`src/rtl/core/atm_pkg.sv`:
```
// Shared types and constants for the alarm table matcher.
// Depends on nothing; atm_ctrl, the top level and the testbench import it.
`timescale 1ns / 1ps

package atm_pkg;

   // Field widths of one request and one response beat.
   localparam int HOUR_W   = 5;
   localparam int MINUTE_W = 6;
   localparam int SECOND_W = 6;
   localparam int COLOUR_W = 3;
   localparam int STATUS_W = 3;

   // One stored entry is packed as {hour, minute, colour}.
   localparam int ENTRY_W = HOUR_W + MINUTE_W + COLOUR_W;

   // Request kinds.
   typedef enum logic [0:0] {
      REQ_ADD   = 1'b0,
      REQ_CHECK = 1'b1
   } req_kind_type;

   // Response status codes.
   typedef enum logic [STATUS_W-1:0] {
      ST_SAVED     = 3'd0,
      ST_DUPLICATE = 3'd1,
      ST_FULL      = 3'd2,
      ST_FIRES     = 3'd3,
      ST_NONE      = 3'd4
   } status_type;

   // Sequencer states, one-hot.
   typedef enum logic [2:0] {
      S_IDLE   = 3'b001,
      S_SCAN   = 3'b010,
      S_FINISH = 3'b100
   } state_type;

   // Result handed from the sequencer to the response register.
   typedef struct packed {
      logic                valid;
      status_type          status;
      logic [COLOUR_W-1:0] colour;
   } result_type;

endpackage

```
`src/rtl/core/atm_ram.sv`:
```
// Generic single-port-write, single-port-read RAM with a registered read.
// Depends on nothing.
`timescale 1ns / 1ps

module atm_ram #(
   parameter int WIDTH  = 8,
   parameter int DEPTH  = 16,
   parameter int ADDR_W = (DEPTH > 1) ? $clog2(DEPTH) : 1
) (
   input  logic              clock,
   input  logic              wr_en,
   input  logic [ADDR_W-1:0] wr_addr,
   input  logic [WIDTH-1:0]  wr_data,
   input  logic              rd_en,
   input  logic [ADDR_W-1:0] rd_addr,
   output logic [WIDTH-1:0]  rd_data
);

   logic [WIDTH-1:0] mem_ff [DEPTH];
   logic [WIDTH-1:0] rd_data_ff;

   // Write port and registered read port.
   always_ff @(posedge clock) begin
      if (wr_en) begin
         mem_ff[wr_addr] <= wr_data;
      end
      if (rd_en) begin
         rd_data_ff <= mem_ff[rd_addr];
      end
   end

   assign rd_data = rd_data_ff;

endmodule

```
`src/rtl/core/atm_ctrl.sv`:
```
// Sequencer of the alarm table: walks the stored entries through one comparator,
// then appends or reports. Depends on atm_pkg and atm_ram.
`timescale 1ns / 1ps

module atm_ctrl #(
   parameter int MAX_ENTRIES = 10
) (
   input  logic                            clock,
   input  logic                            reset,
   input  logic                            start,
   input  logic                            req_type,
   input  logic [atm_pkg::HOUR_W-1:0]      req_hour,
   input  logic [atm_pkg::MINUTE_W-1:0]    req_minute,
   input  logic [atm_pkg::SECOND_W-1:0]    req_second,
   input  logic [atm_pkg::COLOUR_W-1:0]    req_colour,
   output logic                            busy,
   output atm_pkg::result_type             result
);

   import atm_pkg::*;

   localparam int CNT_W  = $clog2(MAX_ENTRIES + 1);
   localparam int ADDR_W = (MAX_ENTRIES > 1) ? $clog2(MAX_ENTRIES) : 1;

   state_type            state_ff, state_in;
   logic [CNT_W-1:0]     count_ff, count_in;
   logic [CNT_W-1:0]     issue_ff, issue_in;
   logic                 pend_ff, pend_in;
   logic                 found_ff, found_in;
   logic [COLOUR_W-1:0]  found_colour_ff, found_colour_in;

   // Latched request beat.
   logic                 kind_ff;
   logic [HOUR_W-1:0]    hour_ff;
   logic [MINUTE_W-1:0]  minute_ff;
   logic [SECOND_W-1:0]  second_ff;
   logic [COLOUR_W-1:0]  colour_ff;

   logic                 accept;
   logic                 rd_en;
   logic                 wr_en;
   logic [ENTRY_W-1:0]   rd_data;
   logic [HOUR_W-1:0]    rd_hour;
   logic [MINUTE_W-1:0]  rd_minute;
   logic [COLOUR_W-1:0]  rd_colour;
   logic                 hit;
   result_type           result_in;

   assign accept = start && (state_ff == S_IDLE);
   assign busy   = (state_ff != S_IDLE);

   // Entry storage.
   atm_ram #(
      .WIDTH  (ENTRY_W),
      .DEPTH  (MAX_ENTRIES),
      .ADDR_W (ADDR_W)
   ) u_entries (
      .clock   (clock),
      .wr_en   (wr_en),
      .wr_addr (count_ff[ADDR_W-1:0]),
      .wr_data ({hour_ff, minute_ff, colour_ff}),
      .rd_en   (rd_en),
      .rd_addr (issue_ff[ADDR_W-1:0]),
      .rd_data (rd_data)
   );

   assign {rd_hour, rd_minute, rd_colour} = rd_data;

   // The shared comparator: one entry a cycle, compared in the cycle after its read.
   assign hit = pend_ff && (rd_hour == hour_ff) && (rd_minute == minute_ff);

   // Next-state logic of the sequencer.
   always_comb begin
      state_in        = state_ff;
      count_in        = count_ff;
      issue_in        = issue_ff;
      pend_in         = 1'b0;
      found_in        = found_ff;
      found_colour_in = found_colour_ff;
      rd_en           = 1'b0;
      wr_en           = 1'b0;
      result_in       = '{valid: 1'b0, status: ST_NONE, colour: '0};

      case (state_ff)
         S_IDLE: begin
            if (accept) begin
               issue_in = '0;
               found_in = 1'b0;
               state_in = S_SCAN;
            end
         end
         S_SCAN: begin
            rd_en    = (issue_ff < count_ff);
            pend_in  = rd_en;
            issue_in = issue_ff + CNT_W'(rd_en);
            if (hit) begin
               found_in        = 1'b1;
               found_colour_in = rd_colour;
               state_in        = S_FINISH;
            end else if (!rd_en) begin
               state_in = S_FINISH;
            end
         end
         S_FINISH: begin
            result_in.valid = 1'b1;
            if (kind_ff == REQ_ADD) begin
               if (found_ff) begin
                  result_in.status = ST_DUPLICATE;
               end else if (count_ff == CNT_W'(MAX_ENTRIES)) begin
                  result_in.status = ST_FULL;
               end else begin
                  result_in.status = ST_SAVED;
                  wr_en            = 1'b1;
                  count_in         = count_ff + CNT_W'(1);
               end
            end else begin
               if (found_ff && (second_ff == '0)) begin
                  result_in.status = ST_FIRES;
                  result_in.colour = found_colour_ff;
               end
            end
            state_in = S_IDLE;
         end
         default: begin
            state_in = S_IDLE;
         end
      endcase
   end

   // Control registers.
   always_ff @(posedge clock) begin
      if (reset) begin
         state_ff <= S_IDLE;
         count_ff <= '0;
         pend_ff  <= 1'b0;
         found_ff <= 1'b0;
      end else begin
         state_ff <= state_in;
         count_ff <= count_in;
         pend_ff  <= pend_in;
         found_ff <= found_in;
      end
   end

   // Payload registers.
   always_ff @(posedge clock) begin
      issue_ff        <= issue_in;
      found_colour_ff <= found_colour_in;
      if (accept) begin
         kind_ff   <= req_type;
         hour_ff   <= req_hour;
         minute_ff <= req_minute;
         second_ff <= req_second;
         colour_ff <= req_colour;
      end
   end

   assign result = result_in;

endmodule

```
`src/rtl/core/alarm_table_matcher.sv`:
```
// Top level of the alarm table matcher: sequencer and response register.
// Depends on atm_pkg and atm_ctrl.
`timescale 1ns / 1ps
//
//  Channel    Handshake            Payload
//  --------   ------------------   -----------------------------------------------
//  request    start, busy          req_type, req_hour, req_minute, req_second,
//                                   req_colour
//  response   rsp_strobe           rsp_status, rsp_fired_colour
//
//  A beat is taken when start is high and busy is low; busy then stays high.
//  The one comparator walks the entry RAM one read per cycle, then the sequencer
//  finishes and the response register strobes; a match ends the walk early.
//  rsp_strobe is high for a single cycle; the receiver cannot stall.
//  Synchronous reset empties the table; entry contents are not cleared.

module alarm_table_matcher #(
   parameter int MAX_ENTRIES = 10
) (
   input  logic                          clock,
   input  logic                          reset,
   input  logic                          start,
   output logic                          busy,
   input  logic                          req_type,
   input  logic [atm_pkg::HOUR_W-1:0]    req_hour,
   input  logic [atm_pkg::MINUTE_W-1:0]  req_minute,
   input  logic [atm_pkg::SECOND_W-1:0]  req_second,
   input  logic [atm_pkg::COLOUR_W-1:0]  req_colour,
   output logic                          rsp_strobe,
   output logic [atm_pkg::STATUS_W-1:0]  rsp_status,
   output logic [atm_pkg::COLOUR_W-1:0]  rsp_fired_colour
);

   import atm_pkg::*;

   result_type          result;
   logic                rsp_strobe_ff;
   logic [STATUS_W-1:0] rsp_status_ff;
   logic [COLOUR_W-1:0] rsp_colour_ff;

   atm_ctrl #(
      .MAX_ENTRIES (MAX_ENTRIES)
   ) u_ctrl (
      .clock      (clock),
      .reset      (reset),
      .start      (start),
      .req_type   (req_type),
      .req_hour   (req_hour),
      .req_minute (req_minute),
      .req_second (req_second),
      .req_colour (req_colour),
      .busy       (busy),
      .result     (result)
   );

   // Response register: one beat per finished request.
   always_ff @(posedge clock) begin
      if (reset) begin
         rsp_strobe_ff <= 1'b0;
      end else begin
         rsp_strobe_ff <= result.valid;
      end
   end

   always_ff @(posedge clock) begin
      if (result.valid) begin
         rsp_status_ff <= result.status;
         rsp_colour_ff <= result.colour;
      end
   end

   assign rsp_strobe       = rsp_strobe_ff;
   assign rsp_status       = rsp_status_ff;
   assign rsp_fired_colour = rsp_colour_ff;

   // An accepted request keeps the block busy in the next cycle.
   a_accept_busy: assert property (@(posedge clock) disable iff (reset)
      (start && !busy) |=> busy)
      else $error("busy not raised after an accepted request");

   // A response only follows a cycle in which a request was in progress.
   a_rsp_after_busy: assert property (@(posedge clock) disable iff (reset)
      rsp_strobe |-> $past(busy))
      else $error("response strobe without a request in progress");

   // Only a firing alarm reports a colour.
   a_colour_only_fires: assert property (@(posedge clock) disable iff (reset)
      (rsp_strobe && (rsp_status != ST_FIRES)) |-> (rsp_fired_colour == '0))
      else $error("colour reported on a non-firing response");

   // The status code is one of the defined codes.
   a_status_code: assert property (@(posedge clock) disable iff (reset)
      rsp_strobe |-> (rsp_status == ST_SAVED || rsp_status == ST_DUPLICATE ||
                      rsp_status == ST_FULL  || rsp_status == ST_FIRES ||
                      rsp_status == ST_NONE))
      else $error("undefined status code on a response");

endmodule

```
`config.mk`:
```
export PLATFORM = sky130hd
export DESIGN_NAME = alarm_table_matcher
export DESIGN_NICKNAME = d
export VERILOG_FILES = /design/src/rtl/core/atm_pkg.sv /design/src/rtl/core/atm_ram.sv /design/src/rtl/core/atm_ctrl.sv /design/src/rtl/core/alarm_table_matcher.sv
export SDC_FILE = /design/constraint.sdc
export NUM_CORES = 1
export LEC_CHECK = 0
export BUFFER_PORTS_ARGS = -buffer_cell sky130_fd_sc_hd__buf_4
export CORE_MARGIN = 3
export CORE_UTILIZATION = 54
export CTS_BUF_LIST = sky130_fd_sc_hd__clkbuf_8 sky130_fd_sc_hd__clkbuf_16
export DETAILED_ROUTE_END_ITERATION = 8
export PLACE_DENSITY = 0.69
export RECOVER_POWER = 25
export SYNTH_ARGS = -nofsm -noshare
export SYNTH_HDL_FRONTEND = slang
export SYNTH_SLANG_ARGS = --single-unit
```
`constraint.sdc`:
```
create_clock -name clock -period 5.4 [get_ports clock]
set_input_delay 0.81 -clock clock [delete_from_list [all_inputs] [get_ports clock]]
set_output_delay 0.81 -clock clock [all_outputs]
set_load 0.01 [all_outputs]
```
==> results of run 1 <==
-- worst min path at each step --
stage,start,endpoint,slack [ns],cells past startpoint
after floorplan,u_ctrl.u_entries.rd_data[0],u_ctrl.found_colour_ff[0],0.40,0
after global placement,u_ctrl.u_entries.rd_data[2],u_ctrl.found_colour_ff[2],0.40,0
after detailed placement,u_ctrl.u_entries.rd_data[2],u_ctrl.found_colour_ff[2],0.41,0
after CTS,u_ctrl.u_entries.rd_data[2],u_ctrl.found_colour_ff[2],0.42,0
after global routing,u_ctrl.u_entries.rd_data[2],u_ctrl.found_colour_ff[2],0.43,0
final,u_ctrl.u_entries.rd_data[2],u_ctrl.found_colour_ff[2],0.42,0
-- cell families (layout without fill, tap and decap cells) --
| group | Yosys count | count (layout) | synth area share, % |
|---|---|---|---|
| DFF | 198 | 198 | 75.7 |
| xor gates and xnor gates | 15 | 15 | 1.70 |
| and+or+nand+nor | 71 | 71 | 5.31 |
| buffers and inverters | 21 | 72 | 1.91 |
| AOI/OAI and AO/OA | 40 | 40 | 3.35 |
| muxes | 43 | 43 | 10.6 |
| adders and majority gates | 9 | 9 | 1.46 |
-- per-stage QoR --
stage	instances	total power, uW	utilization (%)
floorplan	397	1860	-
global placement	597	1910	58.0
detailed placement	597	1920	58.0
CTS	628	3060	61.9
global route	628	3140	61.9
finish	628	3030	61.9
-- critical path: stages, from the launching register on --
cell	delay [ns]
sky130_fd_sc_hd__edfxtp_1	1.00
sky130_fd_sc_hd__ha_1	0.37
sky130_fd_sc_hd__o21a_1	0.19
sky130_fd_sc_hd__o2bb2ai_1	0.29
sky130_fd_sc_hd__and2_1	0.61
-- synthesized netlist by cell type, types with 4 or more instances --
cell type and n:
sky130_fd_sc_hd__o21ai_1 4, sky130_fd_sc_hd__xnor2_1 14, sky130_fd_sc_hd__dfxtp_1 10, sky130_fd_sc_hd__and3_1 7
sky130_fd_sc_hd__inv_1 4, sky130_fd_sc_hd__ha_1 9, sky130_fd_sc_hd__a21oi_1 16, sky130_fd_sc_hd__mux4_2 18
sky130_fd_sc_hd__and2_1 14, sky130_fd_sc_hd__nor2b_1 15, sky130_fd_sc_hd__mux2i_1 15, sky130_fd_sc_hd__buf_2 4
sky130_fd_sc_hd__nor3_1 4, sky130_fd_sc_hd__mux4_1 10, sky130_fd_sc_hd__a211oi_1 14, sky130_fd_sc_hd__edfxtp_1 188
sky130_fd_sc_hd__nand4_1 7, sky130_fd_sc_hd__nor2_1 11
-- metal layers --
layer  GRT usage, %  vias up
met1           26.5     1840
met5              0        -
met3           4.91       28
met2           29.5      109
li1               -     1667
met4           9.06        0
-- flip-flops by register name, indices dropped and copies added, names as in the netlist --
name / flops
rsp_fired_colour: 3
rsp_status: 3
rsp_strobe: 1
u_ctrl.colour_ff: 3
u_ctrl.count_ff: 4
u_ctrl.found_colour_ff: 3
u_ctrl.found_ff: 1
u_ctrl.hour_ff: 5
u_ctrl.issue_ff: 4
u_ctrl.kind_ff: 1
u_ctrl.minute_ff: 6
u_ctrl.pend_ff: 1
u_ctrl.second_ff: 6
u_ctrl.state_ff: 3
u_ctrl.u_entries.mem_ff: 140
u_ctrl.u_entries.rd_data: 14
-- layout make-up --
cell class / count / share of cell area, %
clock buffer: 17 / 4.93
clock inverter: 14 / 1.32
inverter: 7 / 0.305
multi-input combinational: 178 / 20.1
sequential: 198 / 67.8
tap: 180 / 2.61
timing repair buffer: 34 / 2.96
-- power by group through the flow --
| stage | logic (uW) | registers (uW) | clock network (uW) |
|---|---|---|---|
| after floorplan | 105 | 1750 | 0 |
| after global placement | 136 | 1780 | 0 |
| after detailed placement | 138 | 1780 | 0 |
| after CTS | 138 | 1750 | 1170 |
| after global routing | 147 | 1750 | 1240 |
| final | 134 | 1750 | 1150 |
==> metrics, run 1 <==
post-synth net total=430; Setup-failing EPs final=0; worst hold margin=0.421 ns; final hold violation count=0; arrival time worst endpoint=2.89 ns; worst clock skew=0.00782 ns; DIE AREA=15800 um2; Sw Pwr=636 uW; number of global-route vias before repair=3746; share of total power consumed by net switching=21.0%; gate count after technology mapping=397; fraction of power consumed by the clock network=38.0%; R2R Path End=u_ctrl.u_entries.rd_data[12]; CP max FO=31; number of antenna violations at the first check in global routing=0; post-layout minimum cycle time=2.83 ns; post-synthesis cell type count=39; Clock Pin Slew Worst Setup and Hold Paths=0.06 ns; CP Capture Point=u_ctrl.u_entries.rd_data[12]; Core Region=13900 um2; layout cell share with drive strength beyond 1=19.0%; average footprint of a synthesized cell=19.5 um2; fraction of registers with async set/reset=0%; sequential cell fraction of total power=57.5%; die outline height=126 um; leading post-synthesis cells by cell area=sky130_fd_sc_hd__edfxtp_1, sky130_fd_sc_hd__mux4_2, sky130_fd_sc_hd__mux4_1; clock latency on the worst-skew pair=0.43 ns; Pint=2400 uW; metal2 WL=6.73 mm; number of warnings printed during yosys synthesis=0; Overall Global Routing Usage=19.3%; detailed-route via count=3644; type of origin of the critical path=flop; number of antenna diodes=0; start of the worst register-to-register path=u_ctrl.issue_ff[2]; number of I/O pins=32; kind of end point of the critical path=flop; total grt overflow=0; WP data required=5.46 ns; total area of multi-input combinational cells=1730 um2; final setup margin=2.57 ns; status=complete, no violations; Placement Cell Area=8090 um2; final worst-path cycle share=52.3%; number of enable-type register cells in the synthesized netlist=188; clock tree root driver cell=sky130_fd_sc_hd__clkbuf_16; area added between synthesis and finish=11.7%; number of filler instances in the final layout=954; CTS sink cnt=198; Final Instance Area=8630 um2; input/output buffers=31; H-Tree Level Count=4; top metal layer carrying routed signals=met4; leakage dissipation=0.00284 uW; Seq. cell area=5850 um2; number of flip-flops and latches in the synthesized netlist=198; max-cap violation count=0; worst rel slew slack=34.4%; initial standard-cell utilization of the core=55.4%; wire length of the first global-routing pass=22.3 mm; number of buffers inserted by hold repair at cts=0; cell area power density=352 nW/um2; weighted congestion at the end of routability-driven global placement=0.813; fraction of post-synthesis cell area in the top cell type by area=73.1%; maximum number of pins on one net before global-route repair=45; number of CTS-inserted buffers=17; Max rail drop VDD=0.247 mV; Worst Path Class, Setup=reg -> reg; clock tree from TritonCTS=built; combinational share of power=4.4%; launching instance or port of the critical path=u_ctrl.issue_ff[2]; prevailing post-synth register cell=sky130_fd_sc_hd__edfxtp_1; length in cells of the worst reg-to-reg path=4; Slew Limit Fails=0; placement row count=43; cell type contributing the most total cell area after synthesis=sky130_fd_sc_hd__edfxtp_1; slew at the pin with the worst max-slew slack=0.984 ns; Max Freq=354 MHz; post-route DRC violation count=0; Setup Slack @ Placement=2.57 ns; Fin Setup TNS=0 ns; half-perimeter wire length after detailed placement=9.07 mm; total of cells resized after clock tree synthesis=0; number of nets at the end of the flow=469; share of the yosys chip area belonging to registers=75.7%; leading cell type in the layout, fill and taps excluded=sky130_fd_sc_hd__edfxtp_1; Die W=126 um; classification of the worst-slack hold path=reg -> reg; per-cell via count in the routed design=5.80; number of detailed-routing iterations run before antenna repair=5; number of setup buffers added after CTS=0; met3 layer wire length in the routed design=639 um; WL met1=6.21 mm; register-to-register path setup slack=2.57 ns; most used cells in the layout excluding fill and tap cells=sky130_fd_sc_hd__edfxtp_1, sky130_fd_sc_hd__clkbuf_4, sky130_fd_sc_hd__mux4_2; drt initial violations=300; RSZ-0062 raised after global routing=false; number of routed nets with antenna violations=0; routed len/inst=22.4 um; maximum root-to-sink buffer count=2; DRT Wirelength=14.1 mm; Post-Syn Area=7720 um2
No activity file was read; power rests on OpenSTA's default activity.
==> run 2: changes to the inputs <==
- PLACE_DENSITY: 0.69 -> 0.72
- clock period: 5.4 -> 2.3 ns (I/O delays scaled with it)
==> metrics, run 2 (synthesized netlist as in run 1, its figures left out) <==
status=complete, no violations; total of cells resized after clock tree synthesis=0 (unchanged); post-layout minimum cycle time=2.06 ns (-0.769 ns); classification of the worst-slack hold path=in -> reg; half-perimeter wire length after detailed placement=8.61 mm (-5.1%); number of nets at the end of the flow=489 (+4.3%); post-route DRC violation count=0 (unchanged); layout cell share with drive strength beyond 1=21.8% (+2.9 points); R2R Path End=u_ctrl.u_entries.mem_ff[7][5]; per-cell via count in the routed design=5.86 (+0.98%); Hold Path End=u_ctrl.colour_ff[2]; number of setup buffers added after CTS=0 (unchanged); Worst Path Class, Setup=reg -> reg; final hold violation count=0 (unchanged); slowest CP cell=sky130_fd_sc_hd__edfxtp_1; initial standard-cell utilization of the core=55.4% (unchanged); detailed-route via count=3791 (+4.0%); cell breakdown of the critical path=nor2_1 > nand2_1 > nor3_1 > and2_1 > buf_4; number of buffers inserted by hold repair at cts=0 (unchanged); leakage dissipation=0.00297 uW (+4.7%); number of I/O pins=32 (unchanged); Max rail drop VDD=0.542 mV (+120%); start of the worst register-to-register path=u_ctrl.kind_ff; drt initial violations=304 (+1.3%); number of antenna violations at the first check in global routing=0 (unchanged); number of routed nets with antenna violations=0 (unchanged); routed len/inst=22.3 um (-0.48%); register containing the most flip-flops in the final layout=u_ctrl.u_entries.mem_ff; Overall Global Routing Usage=19.4% (+0.069 points); placement row count=43 (unchanged); wire length of the first global-routing pass=22.3 mm (+0.44%); weighted congestion at the end of routability-driven global placement=0.786 (-3.3%); number of flip-flops under the largest register name=140 (unchanged); CP max FO=14 (-55%); total grt overflow=0 (unchanged); arrival time worst endpoint=2.17 ns (-0.72 ns); final worst-path cycle share=89.4% (+37 points); max-cap violation count=0 (unchanged); number of CTS-inserted buffers=17 (unchanged); Placement Cell Area=8250 um2 (+2.0%); maximum root-to-sink buffer count=2 (unchanged); length in cells of the worst reg-to-reg path=5 (+1); number of detailed-routing iterations run before antenna repair=7 (+2); CTS sink cnt=198 (unchanged); RSZ-0062 raised after global routing=false; Die W=126 um (unchanged); most used cells in the layout excluding fill and tap cells=sky130_fd_sc_hd__edfxtp_1, sky130_fd_sc_hd__buf_4, sky130_fd_sc_hd__clkbuf_4; maximum number of pins on one net before global-route repair=31 (-31%); clock tree root driver cell=sky130_fd_sc_hd__clkbuf_16; register-to-register path setup slack=0.24 ns (-2.33 ns); number of filler instances in the final layout=926 (-2.9%); Clock Pin Slew Worst Setup and Hold Paths=0.06 ns (about the same); non-filler instance count after layout=647 (+3.0%); Fin Setup TNS=0 ns (unchanged); Setup-failing EPs final=0 (unchanged); worst rel slew slack=67.9% (+34 points); WP data required=2.41 ns (-3.05 ns); Core Region=13900 um2 (unchanged); clock tree from TritonCTS=built; number of global-route vias before repair=3856 (+2.9%); leading cell type in the layout, fill and taps excluded=sky130_fd_sc_hd__edfxtp_1; DRT Wirelength=14.4 mm (+2.5%); clock latency on the worst-skew pair=0.43 ns (about the same); DIE AREA=15800 um2 (unchanged); H-Tree Level Count=4 (unchanged); area added between synthesis and finish=14.2%; Slew Limit Fails=0 (unchanged); Max Freq=486 MHz (+37%); max incr delay on CP=0.41 ns (-0.59 ns); worst hold margin=0.107 ns (-0.314 ns); hold-critical path depth=1 (+1); Final Instance Area=8820 um2 (+2.3%); type of origin of the critical path=flop; input/output buffers=31 (unchanged); kind of end point of the critical path=flop; worst clock skew=0.00712 ns (-0.000701 ns); hold wc startpoint=req_colour[2]; cell area power density=831 nW/um2 (+140%); number of antenna diodes=0 (unchanged); post-placement cell count=617 (+3.4%); slew at the pin with the worst max-slew slack=0.478 ns (-0.506 ns); die outline height=126 um (unchanged)
-- run 2: changes by cell type in the layout (fill, tap and decap cells not counted), sizes merged --
cell,previous run,this run
buf,13,33
clkinv,9,7
bufinv,1,3
inv,8,10
clkinvlp,3,0
-- run 2: layout make-up --
cell class,instances,area [um2],share of cell area [%]
flip-flops and latches,198,5850,66.3
inverters,7,26.3,0.298
clock buffers,17,425,4.82
clock inverters,13,155,1.76
well taps,180,225,2.55
repair buffers,54,410,4.65
multi-input cells,178,1730,19.7
-- run 2: routing by layer --
metal | track usage (%) | routed length, um
met5 | 0 | 0
met3 | 4.57 | 782
met4 | 7.08 | 275
met1 | 26.8 | 6290
met2 | 30.7 | 7060
-- run 2: how the worst max path moves through the flow --
stage | cells after the start | from | endpoint
CTS | 5 | u_ctrl.kind_ff | u_ctrl.u_entries.mem_ff[6][1]
detailed placement | 5 | u_ctrl.kind_ff | u_ctrl.u_entries.mem_ff[7][8]
global route | 5 | u_ctrl.kind_ff | u_ctrl.u_entries.mem_ff[7][3]
global placement | 7 | u_ctrl.count_ff[2] | u_ctrl.u_entries.rd_data[8]
finish | 5 | u_ctrl.kind_ff | u_ctrl.u_entries.mem_ff[7][5]
floorplan | 4 | u_ctrl.state_ff[0] | u_ctrl.found_ff
-- run 2: power breakdown --
group	internal, uW	switching (uW)	total (uW)	leakage, uW
clock network	1690	1240	2930	0.000290
registers	4000	60.5	4060	0.00178
logic	161	175	336	0.000895
total	5860	1480	7330	0.00297
-- run 2: stage by stage --
stage               setup slack [ns]  util (%)  total power (uW)
floorplan                      0.150         -              4370
detailed placement             0.255      59.2              4480
finish                         0.243      63.3              7330
global route                  0.0488      63.3              7550
global placement               0.339      59.2              4470
CTS                            0.233      63.4              7380
-- run 2: worst max-delay path, delay by kind of cell (launching register included) --
family        cells  cell delay (ns)
simple gates      4             1.02
buf+inv           1             0.29
flops             1             0.41
